[config.mk]
export PLATFORM = sky130hd
export DESIGN_NAME = disjoint_interval_tracker
export DESIGN_NICKNAME = d
export VERILOG_FILES = /design/src/sv/dit_pkg.sv /design/src/sv/dit_table.sv /design/src/sv/dit_seq.sv /design/src/sv/disjoint_interval_tracker.sv
export SDC_FILE = /design/constraint.sdc
export NUM_CORES = 2
export LEC_CHECK = 0
export ABC_AREA = 1
export BUFFER_PORTS_ARGS = -buffer_cell sky130_fd_sc_hd__buf_2
export CAP_MARGIN = 15
export CORE_ASPECT_RATIO = 0.7
export CORE_MARGIN = 2
export CORE_UTILIZATION = 35
export CTS_BUF_LIST = sky130_fd_sc_hd__clkbuf_16
export DETAILED_ROUTE_END_ITERATION = 6
export HOLD_SLACK_MARGIN = 0.02
export PLACE_DENSITY = 0.61
export SLEW_MARGIN = 20
export SYNTH_ARGS = -nofsm -noshare
export SYNTH_HDL_FRONTEND = slang
export SYNTH_SLANG_ARGS = --single-unit
[constraint.sdc]
create_clock -name i_clk -period 12.47 [get_ports i_clk]
set_input_delay 0.6235 -clock i_clk [delete_from_list [all_inputs] [get_ports i_clk]]
set_output_delay 0.6235 -clock i_clk [all_outputs]
set_load 0.01 [all_outputs]
[src/sv/dit_pkg.sv]
// Shared package for the disjoint interval tracker.
// Holds the transaction types, command and status codes, table entry type and sequencer states.
// No dependencies.
`timescale 1ns / 1ps

package dit_pkg;

    // Fixed field widths of the transactions.
    localparam int VALUE_BITS        = 16;
    localparam int COUNT_BITS        = 6;
    localparam int DEF_MAX_INTERVALS = 32;

    typedef enum logic [0:0] {
        CMD_ADD  = 1'b0,
        CMD_READ = 1'b1
    } t_cmd;

    typedef enum logic [1:0] {
        ST_COVERED = 2'd0,
        ST_MERGED  = 2'd1,
        ST_NEW     = 2'd2,
        ST_DROPPED = 2'd3
    } t_status;

    typedef struct packed {
        t_cmd                  command;
        logic [VALUE_BITS-1:0] value;
    } t_in_item;

    typedef struct packed {
        t_status               status;
        logic [VALUE_BITS-1:0] interval_start;
        logic [VALUE_BITS-1:0] interval_end;
        logic                  interval_valid;
        logic                  last;
        logic [COUNT_BITS-1:0] interval_count;
    } t_out_item;

    // One stored interval: first and final value.
    typedef struct packed {
        logic [VALUE_BITS-1:0] lo;
        logic [VALUE_BITS-1:0] hi;
    } t_entry;

    typedef enum logic [3:0] {
        S_IDLE,
        S_SCAN_RD,
        S_SCAN_CMP,
        S_DECIDE,
        S_MOVE_RD,
        S_MOVE_WR,
        S_PLACE,
        S_RO_RD,
        S_RO_OUT,
        S_EMIT
    } t_state;

endpackage

[src/sv/dit_table.sv]
// Interval table memory for the disjoint interval tracker.
// One write port and one read port with registered read data; uses dit_pkg.
`timescale 1ns / 1ps

module dit_table #(
    parameter int DEPTH = dit_pkg::DEF_MAX_INTERVALS,
    parameter int AW    = (DEPTH > 1) ? $clog2(DEPTH) : 1
) (
    input  logic            i_clk,
    input  logic            i_we,
    input  logic [AW-1:0]   i_waddr,
    input  dit_pkg::t_entry i_wdata,
    input  logic            i_re,
    input  logic [AW-1:0]   i_raddr,
    output dit_pkg::t_entry o_rdata
);
    import dit_pkg::*;

    t_entry r_mem [DEPTH];
    t_entry r_rdata;

    // Write port.
    always_ff @(posedge i_clk) begin
        if (i_we) begin
            r_mem[i_waddr] <= i_wdata;
        end
    end

    // Read port; data holds while no read is issued.
    always_ff @(posedge i_clk) begin
        if (i_re) begin
            r_rdata <= r_mem[i_raddr];
        end
    end

    assign o_rdata = r_rdata;

endmodule

[src/sv/dit_seq.sv]
// Sequencer of the disjoint interval tracker: scans the table with one comparator,
// decides the update, moves entries one at a time and streams out reads. Uses dit_pkg.
`timescale 1ns / 1ps

module dit_seq #(
    parameter int MAX_INTERVALS = dit_pkg::DEF_MAX_INTERVALS,
    parameter int AW            = (MAX_INTERVALS > 1) ? $clog2(MAX_INTERVALS) : 1
) (
    input  logic               i_clk,
    input  logic               i_rst_n,
    // Input transaction channel.
    input  logic               i_in_valid,
    input  dit_pkg::t_in_item  i_in_data,
    output logic               o_in_stall,
    // Result towards the output register.
    output logic               o_res_valid,
    output dit_pkg::t_out_item o_res_data,
    input  logic               i_res_ready,
    // Table memory port.
    output logic               o_we,
    output logic [AW-1:0]      o_waddr,
    output dit_pkg::t_entry    o_wdata,
    output logic               o_re,
    output logic [AW-1:0]      o_raddr,
    input  dit_pkg::t_entry    i_rdata
);
    import dit_pkg::*;

    localparam int CW = $clog2(MAX_INTERVALS + 1);

    t_state              r_state, n_state;
    logic [VALUE_BITS-1:0] r_val;
    logic [CW-1:0]       r_idx;
    logic [CW-1:0]       r_pos;
    logic [CW-1:0]       r_count;
    logic                r_has_prev;
    logic                r_has_next;
    t_entry              r_prev;
    t_entry              r_next;
    t_status             r_status;
    logic                r_merge;

    logic [CW-1:0]       w_idx_inc;
    logic [CW-1:0]       w_idx_dec;
    logic                w_at_end;
    logic                w_before;
    logic                w_covered;
    logic                w_left;
    logic                w_right;
    logic                w_full;

    // Index arithmetic shared by scan, moves and readout.
    assign w_idx_inc = r_idx + CW'(1);
    assign w_idx_dec = r_idx - CW'(1);
    assign w_at_end  = (w_idx_inc == r_count);

    // Shared comparator: does the entry just read start at or below the value.
    assign w_before = (i_rdata.lo <= r_val);

    // Neighbor tests; adjacency is computed one bit wider so the top value never wraps.
    assign w_covered = r_has_prev && (r_prev.hi >= r_val);
    assign w_left    = r_has_prev &&
                       (({1'b0, r_prev.hi} + (VALUE_BITS+1)'(1)) == {1'b0, r_val});
    assign w_right   = r_has_next &&
                       ({1'b0, r_next.lo} == ({1'b0, r_val} + (VALUE_BITS+1)'(1)));
    assign w_full    = (r_count >= CW'(MAX_INTERVALS));

    // Next-state logic.
    always_comb begin
        n_state = r_state;
        unique case (r_state)
            S_IDLE: begin
                if (i_in_valid) begin
                    if (i_in_data.command == CMD_ADD) begin
                        n_state = (r_count == '0) ? S_DECIDE : S_SCAN_RD;
                    end else begin
                        n_state = (r_count == '0) ? S_EMIT : S_RO_RD;
                    end
                end
            end
            S_SCAN_RD: n_state = S_SCAN_CMP;
            S_SCAN_CMP: begin
                if (w_before && !w_at_end) begin
                    n_state = S_SCAN_RD;
                end else begin
                    n_state = S_DECIDE;
                end
            end
            S_DECIDE: begin
                if (w_covered) begin
                    n_state = S_EMIT;
                end else if (w_left && w_right) begin
                    n_state = (w_idx_inc < r_count) ? S_MOVE_RD : S_EMIT;
                end else if (w_left || w_right || w_full) begin
                    n_state = S_EMIT;
                end else begin
                    n_state = (r_idx < r_count) ? S_MOVE_RD : S_PLACE;
                end
            end
            S_MOVE_RD: n_state = S_MOVE_WR;
            S_MOVE_WR: begin
                if (r_merge) begin
                    n_state = (w_idx_inc < r_count) ? S_MOVE_RD : S_EMIT;
                end else begin
                    n_state = (w_idx_dec > r_pos) ? S_MOVE_RD : S_PLACE;
                end
            end
            S_PLACE: n_state = S_EMIT;
            S_RO_RD: n_state = S_RO_OUT;
            S_RO_OUT: begin
                if (i_res_ready) begin
                    n_state = w_at_end ? S_IDLE : S_RO_RD;
                end
            end
            S_EMIT: begin
                if (i_res_ready) begin
                    n_state = S_IDLE;
                end
            end
            default: n_state = S_IDLE;
        endcase
    end

    // Output logic: memory control, result and input stall.
    always_comb begin
        o_in_stall  = (r_state != S_IDLE);
        o_we        = 1'b0;
        o_waddr     = r_idx[AW-1:0];
        o_wdata     = i_rdata;
        o_re        = 1'b0;
        o_raddr     = r_idx[AW-1:0];
        o_res_valid = 1'b0;
        o_res_data  = '{status: r_status, interval_start: '0, interval_end: '0,
                        interval_valid: 1'b0, last: 1'b1,
                        interval_count: COUNT_BITS'(r_count)};
        unique case (r_state)
            S_SCAN_RD, S_RO_RD: begin
                o_re = 1'b1;
            end
            S_DECIDE: begin
                if (!w_covered && (w_left || w_right)) begin
                    o_we = 1'b1;
                    if (w_left && w_right) begin
                        o_waddr = w_idx_dec[AW-1:0];
                        o_wdata = '{lo: r_prev.lo, hi: r_next.hi};
                    end else if (w_left) begin
                        o_waddr = w_idx_dec[AW-1:0];
                        o_wdata = '{lo: r_prev.lo, hi: r_val};
                    end else begin
                        o_wdata = '{lo: r_val, hi: r_next.hi};
                    end
                end
            end
            S_MOVE_RD: begin
                o_re    = 1'b1;
                o_raddr = r_merge ? w_idx_inc[AW-1:0] : w_idx_dec[AW-1:0];
            end
            S_MOVE_WR: begin
                o_we = 1'b1;
            end
            S_PLACE: begin
                o_we    = 1'b1;
                o_waddr = r_pos[AW-1:0];
                o_wdata = '{lo: r_val, hi: r_val};
            end
            S_RO_OUT: begin
                o_res_valid = 1'b1;
                o_res_data  = '{status: ST_COVERED, interval_start: i_rdata.lo,
                                interval_end: i_rdata.hi, interval_valid: 1'b1,
                                last: w_at_end, interval_count: COUNT_BITS'(r_count)};
            end
            S_EMIT: begin
                o_res_valid = 1'b1;
            end
            default: begin
            end
        endcase
    end

    // State and count registers.
    always_ff @(posedge i_clk) begin
        if (!i_rst_n) begin
            r_state <= S_IDLE;
            r_count <= '0;
        end else begin
            r_state <= n_state;
            if (r_state == S_DECIDE && !w_covered) begin
                if (w_left && w_right) begin
                    r_count <= r_count - CW'(1);
                end else if (!w_left && !w_right && !w_full) begin
                    r_count <= r_count + CW'(1);
                end
            end
        end
    end

    // Working registers of the current transaction.
    always_ff @(posedge i_clk) begin
        unique case (r_state)
            S_IDLE: begin
                if (i_in_valid) begin
                    r_val      <= i_in_data.value;
                    r_idx      <= '0;
                    r_has_prev <= 1'b0;
                    r_has_next <= 1'b0;
                    r_status   <= ST_COVERED;
                end
            end
            S_SCAN_CMP: begin
                if (w_before) begin
                    r_prev     <= i_rdata;
                    r_has_prev <= 1'b1;
                    r_idx      <= w_idx_inc;
                end else begin
                    r_next     <= i_rdata;
                    r_has_next <= 1'b1;
                end
            end
            S_DECIDE: begin
                r_pos <= r_idx;
                if (w_covered) begin
                    r_status <= ST_COVERED;
                end else if (w_left && w_right) begin
                    r_status <= ST_MERGED;
                    r_merge  <= 1'b1;
                end else if (w_left || w_right) begin
                    r_status <= ST_MERGED;
                end else if (w_full) begin
                    r_status <= ST_DROPPED;
                end else begin
                    r_status <= ST_NEW;
                    r_merge  <= 1'b0;
                    r_idx    <= r_count;
                end
            end
            S_MOVE_WR: begin
                r_idx <= r_merge ? w_idx_inc : w_idx_dec;
            end
            S_RO_OUT: begin
                if (i_res_ready && !w_at_end) begin
                    r_idx <= w_idx_inc;
                end
            end
            default: begin
            end
        endcase
    end

endmodule

[src/sv/disjoint_interval_tracker.sv]
// Top level of the disjoint interval tracker: sequencer, table memory and output register.
// Uses dit_pkg, dit_seq and dit_table.
`timescale 1ns / 1ps

// The tracker keeps a sorted table of up to MAX_INTERVALS disjoint, non-adjacent intervals.
// An add transaction is taken only while the block is idle and scans the table through a
// single read port, each entry read and then compared, up to the insertion point; a merge of
// two entries or a new entry then moves every later entry by one place, again with a read and
// a write per entry, and the single result follows. The block takes the next transaction only
// once that result has entered the output register. A read transaction streams one result
// per stored interval, each made by a table read and then presentation, with last set on the
// final one; an empty table gives a single result with interval_valid low. Output stalls
// hold the block up once the output register is occupied. The table needs no clearing after
// reset: entries beyond the stored count are never read. A finished result sits in an output
// register, so a stalled output holds up the last internal step only while that register
// is occupied.
module disjoint_interval_tracker #(
    parameter int MAX_INTERVALS = dit_pkg::DEF_MAX_INTERVALS
) (
    input  logic               i_clk,
    input  logic               i_rst_n,
    input  logic               i_in_valid,
    input  dit_pkg::t_in_item  i_in_data,
    output logic               o_in_stall,
    output logic               o_out_valid,
    output dit_pkg::t_out_item o_out_data,
    input  logic               i_out_stall
);
    import dit_pkg::*;

    localparam int AW = (MAX_INTERVALS > 1) ? $clog2(MAX_INTERVALS) : 1;

    logic            w_res_valid;
    t_out_item       w_res_data;
    logic            w_res_ready;
    logic            w_we;
    logic [AW-1:0]   w_waddr;
    t_entry          w_wdata;
    logic            w_re;
    logic [AW-1:0]   w_raddr;
    t_entry          w_rdata;
    logic            r_out_valid;
    t_out_item       r_out_data;

    dit_seq #(
        .MAX_INTERVALS(MAX_INTERVALS),
        .AW           (AW)
    ) u_seq (
        .i_clk      (i_clk),
        .i_rst_n    (i_rst_n),
        .i_in_valid (i_in_valid),
        .i_in_data  (i_in_data),
        .o_in_stall (o_in_stall),
        .o_res_valid(w_res_valid),
        .o_res_data (w_res_data),
        .i_res_ready(w_res_ready),
        .o_we       (w_we),
        .o_waddr    (w_waddr),
        .o_wdata    (w_wdata),
        .o_re       (w_re),
        .o_raddr    (w_raddr),
        .i_rdata    (w_rdata)
    );

    dit_table #(
        .DEPTH(MAX_INTERVALS),
        .AW   (AW)
    ) u_table (
        .i_clk  (i_clk),
        .i_we   (w_we),
        .i_waddr(w_waddr),
        .i_wdata(w_wdata),
        .i_re   (w_re),
        .i_raddr(w_raddr),
        .o_rdata(w_rdata)
    );

    // The output register takes a new result when empty or when its content leaves.
    assign w_res_ready = !r_out_valid || !i_out_stall;

    always_ff @(posedge i_clk) begin
        if (!i_rst_n) begin
            r_out_valid <= 1'b0;
        end else if (w_res_valid && w_res_ready) begin
            r_out_valid <= 1'b1;
        end else if (!i_out_stall) begin
            r_out_valid <= 1'b0;
        end
    end

    always_ff @(posedge i_clk) begin
        if (w_res_valid && w_res_ready) begin
            r_out_data <= w_res_data;
        end
    end

    assign o_out_valid = r_out_valid;
    assign o_out_data  = r_out_data;

    // A result without an interval is always the final one of its transaction.
    a_plain_is_last: assert property (@(posedge i_clk) disable iff (!i_rst_n)
        (o_out_valid && !o_out_data.interval_valid) |-> o_out_data.last)
        else $error("result without interval not marked last");

    // Intervals read out of the table are never reversed.
    a_ordered: assert property (@(posedge i_clk) disable iff (!i_rst_n)
        (o_out_valid && o_out_data.interval_valid) |->
        (o_out_data.interval_start <= o_out_data.interval_end))
        else $error("interval read out with start above end");

    // An accepted transaction keeps the block busy in the following cycle.
    a_busy_after_accept: assert property (@(posedge i_clk) disable iff (!i_rst_n)
        (i_in_valid && !o_in_stall) |=> o_in_stall)
        else $error("input not stalled after a transaction was taken");

    // A dropped value is reported only with a full table.
    a_drop_when_full: assert property (@(posedge i_clk) disable iff (!i_rst_n)
        (o_out_valid && o_out_data.status == ST_DROPPED) |->
        (o_out_data.interval_count == COUNT_BITS'(MAX_INTERVALS)))
        else $error("value dropped while table not full");

endmodule

==> flow_summary.ini <==
[outcome]
status = complete, no violations

[drt]
wl_per_cell_um = 22.7
viasPerCell = 5.53
drt_iter0_markers = 4311
drc_errors = 0
vias = 33100
wl_um = 136000
dr.pass1.iters = 5
ant_nets = 0

[worst_setup_path]
required_ns = 12.80
path_cells = ha_1 -> nand2_1 -> nor2_1 -> nand4_1 -> xor2_1 -> or2_2 -> a221oi_1 -> nand2_1 -> nor2_1 -> ha_1 -> clkinv_1 -> nand2_4 -> nand2_4 -> nand2_1 -> nand3_1 -> nand2_1 -> nand2_1 -> clkinv_1 -> nand2_1 -> nor2_4
r2r_slack_ns = 6.65
critPathKind = flop to flop
r2r_cells = 20
startpoint_type = flop
cpPeakStageDelay_ns = 0.89
cp-end-kind = flop
crit_top_cell = nand2_1
path_max_fanout = 32
worstPathArrival_ns = 6.15
cp_slowest_cell = nor2_4

[finish]
drive_above_1_share = 0.0978
multi_input_area_um2 = 12800
antenna_cells = 0
nets = 4087
fillers = 13200
final_cell_mix = 1,195 x edfxtp_1, 663 x nor2_1, 602 x o21ai_0
final_common_cell = edfxtp_1
seq_area_um2 = 36100
syn_to_final_growth_pct = 12.5

[cts]
cts_htree_levels = 3
clkLatencyLatePin_ns = 0.72
cts_buffers = 111
ctsResizeCount = 0
cts-root-buf = clkbuf_16
clkTransAtPathRegs_ns = 0.07
clockBufferDepth = 3
cts_setup_buffers = 0
cts_tree = yes
clock-sinks = 1206
postCtsHoldBufs = 0

[yosys]
synth_warnings = 0
synth_area_per_cell_um2 = 12.6
synth.net_count = 4072
synth_seq_cells = 1206
synth_edf_count = 1195
ys_async_sr_fraction = 0
synthFlopType = edfxtp_1
synth_seq_area_share = 0.719
postSynthCellCount = 3988
mappedNetlistArea_um2 = 50200
ys_types = 55

[timing]
relSlewSlack = 0.245
finalHoldViolCount = 0
finalCritPeriodShare = 0.467
tightestPinTransition_ns = 1.13
max_freq_ghz = 0.172
setup_viol = 0
fin_crit_ns = 5.82
fin_worst_skew_ns = 0.0311
setup-tns-final_ns = 0
maxSlewViolCount = 0
hold_slack_ns = 0.0906
rsz0062_at_grt = false

[die]
dieHeight_um = 321
dieWidth_um = 457
core-area_um2 = 143000
die_area_um2 = 147000
boundaryPins = 65
start_util = 0.352
row_count = 116

[pwr]
powerDensity_nw_per_um2 = 250
ir_drop_mv = 0.150
p_leak_uw = 0.0185

[global_routing]
grt_max_degree = 199
grt_pass1_wl_um = 202000
grt_usage = 0.180
grt_pass1_vias = 30700
antenna_found_initial = 1
overflow = 0

[worst_hold_path]
min_path_cells = 1
hold_path_class = input pin to flop

[place]
io_buffers = 64
dp_hpwl_um = 77500
gp_congestion = 0.913

[flow_run]
cap_violations = 0
cell usage after synthesis (2+ instances only):
library cell  instances  area (um^2)
edfxtp_1           1195        35900
nor2_1              697         2620
o21ai_0             602         3010
nand2_1             236          886
o221ai_1            191         1670
clkbuf_1            187          702
inv_1               173          649
nand3_1             129          646
o22ai_1              75          469
a21oi_1              69          345
ha_1                 62          776
o21ai_1              58          290
o211ai_1             45          338
buf_2                37          185
a31oi_1              33          206
xor2_1               32          280
buf_1                20         75.1
nand4_1              17          106
nor3_1               15         75.1
xnor2_1              13          114
nand2_2              12         75.1
dfxtp_1              11          220
inv_2                10         37.5
nor2_2                6         37.5
o21a_1                6         45.0
or2_2                 5         31.3
clkinv_1              4         15.0
nand2_4               4         45.0
a211oi_1              3         22.5
nand3_2               3         30.0
nor2_4                3         33.8
nor4_1                3         18.8
o21bai_1              3         22.5
a21oi_2               2         17.5
a221oi_1              2         17.5
a22oi_1               2         15.0
a41oi_1               2         17.5
nand3b_1              2         15.0
nor3b_1               2         15.0
o2111ai_1             2         17.5
area by class of cell:
cell class | count | area share
Clock buffer | 113 | 0.0500
Clock inverter | 88 | 0.0108
Inverter | 187 | 0.0127
Multi-Input combinational cell | 2350 | 0.226
Sequential cell | 1206 | 0.639
Tap cell | 1888 | 0.0418
Timing Repair Buffer | 147 | 0.0196
worst paths after layout:
check | from | endpoint
worst max-delay path | u_seq.r_val[0] | u_table.r_mem[27][10]
worst min register to register | u_table.o_rdata[4] | u_seq.r_prev[4]
worst max register to register | u_seq.r_val[0] | u_table.r_mem[27][10]
worst min-delay path | i_in_data[5] | u_seq.r_val[5]
kinds of logic after synthesis:
group	after synthesis	share of synthesized area
AOI/OAI and AO/OA	1103	0.131
buffers and inverters	432	0.0333
and+or+nand+nor	1138	0.0930
DFF	1206	0.719
adders and majority gates	63	0.0158
muxes	1	0.000199
xor gates and xnor gates	45	0.00785
where the power goes:
group | total, uW | switching [uW] | internal (uW)
combinational | 5260 | 3990 | 1270
clock | 3260 | 1490 | 1760
sequential | 5630 | 203 | 5430
worst max-delay path: cells and delay by family, from the launching register on:
family,cells,cell delay (ns)
AO/OA/AOI/OAI,1,0.32
AND/OR/NAND/NOR,14,3.16
adder cells (fa/ha/maj),2,0.68
buffers and inverters,2,0.49
flip-flops,1,0.56
XOR/XNOR,1,0.19
metal layers:
layer,track usage,share of wire
met1,0.273,0.45
met3,0.0374,0.090
met4,0.0427,0.022
met5,0,0
met2,0.263,0.43
state kept, by name, summed over array words and instances, names as in the netlist, 4 cells and up:
register	cells
u_seq.r_prev	32
o_out_data	42
u_table.o_rdata	32
u_seq.r_pos	6
u_seq.r_count	6
u_seq.r_state	4
u_seq.r_next	32
u_seq.r_idx	6
u_table.r_mem	1024
u_seq.r_val	16
through the flow:
step	area [um^2]	total power (uW)	setup slack, ns	utilization	instances
3_5_place_dp	52900	10900	6.58	0.371	5769
5_1_grt	56500	14900	6.13	0.396	5979
4_1_cts	56300	14200	6.57	0.395	5970
2_1_floorplan	50200	8880	7.31	-	3988
3_3_place_gp	52900	10900	6.61	0.370	5767
6_report	56500	14200	6.65	0.396	5979
Note: power is estimated with default switching activity, not from simulation.
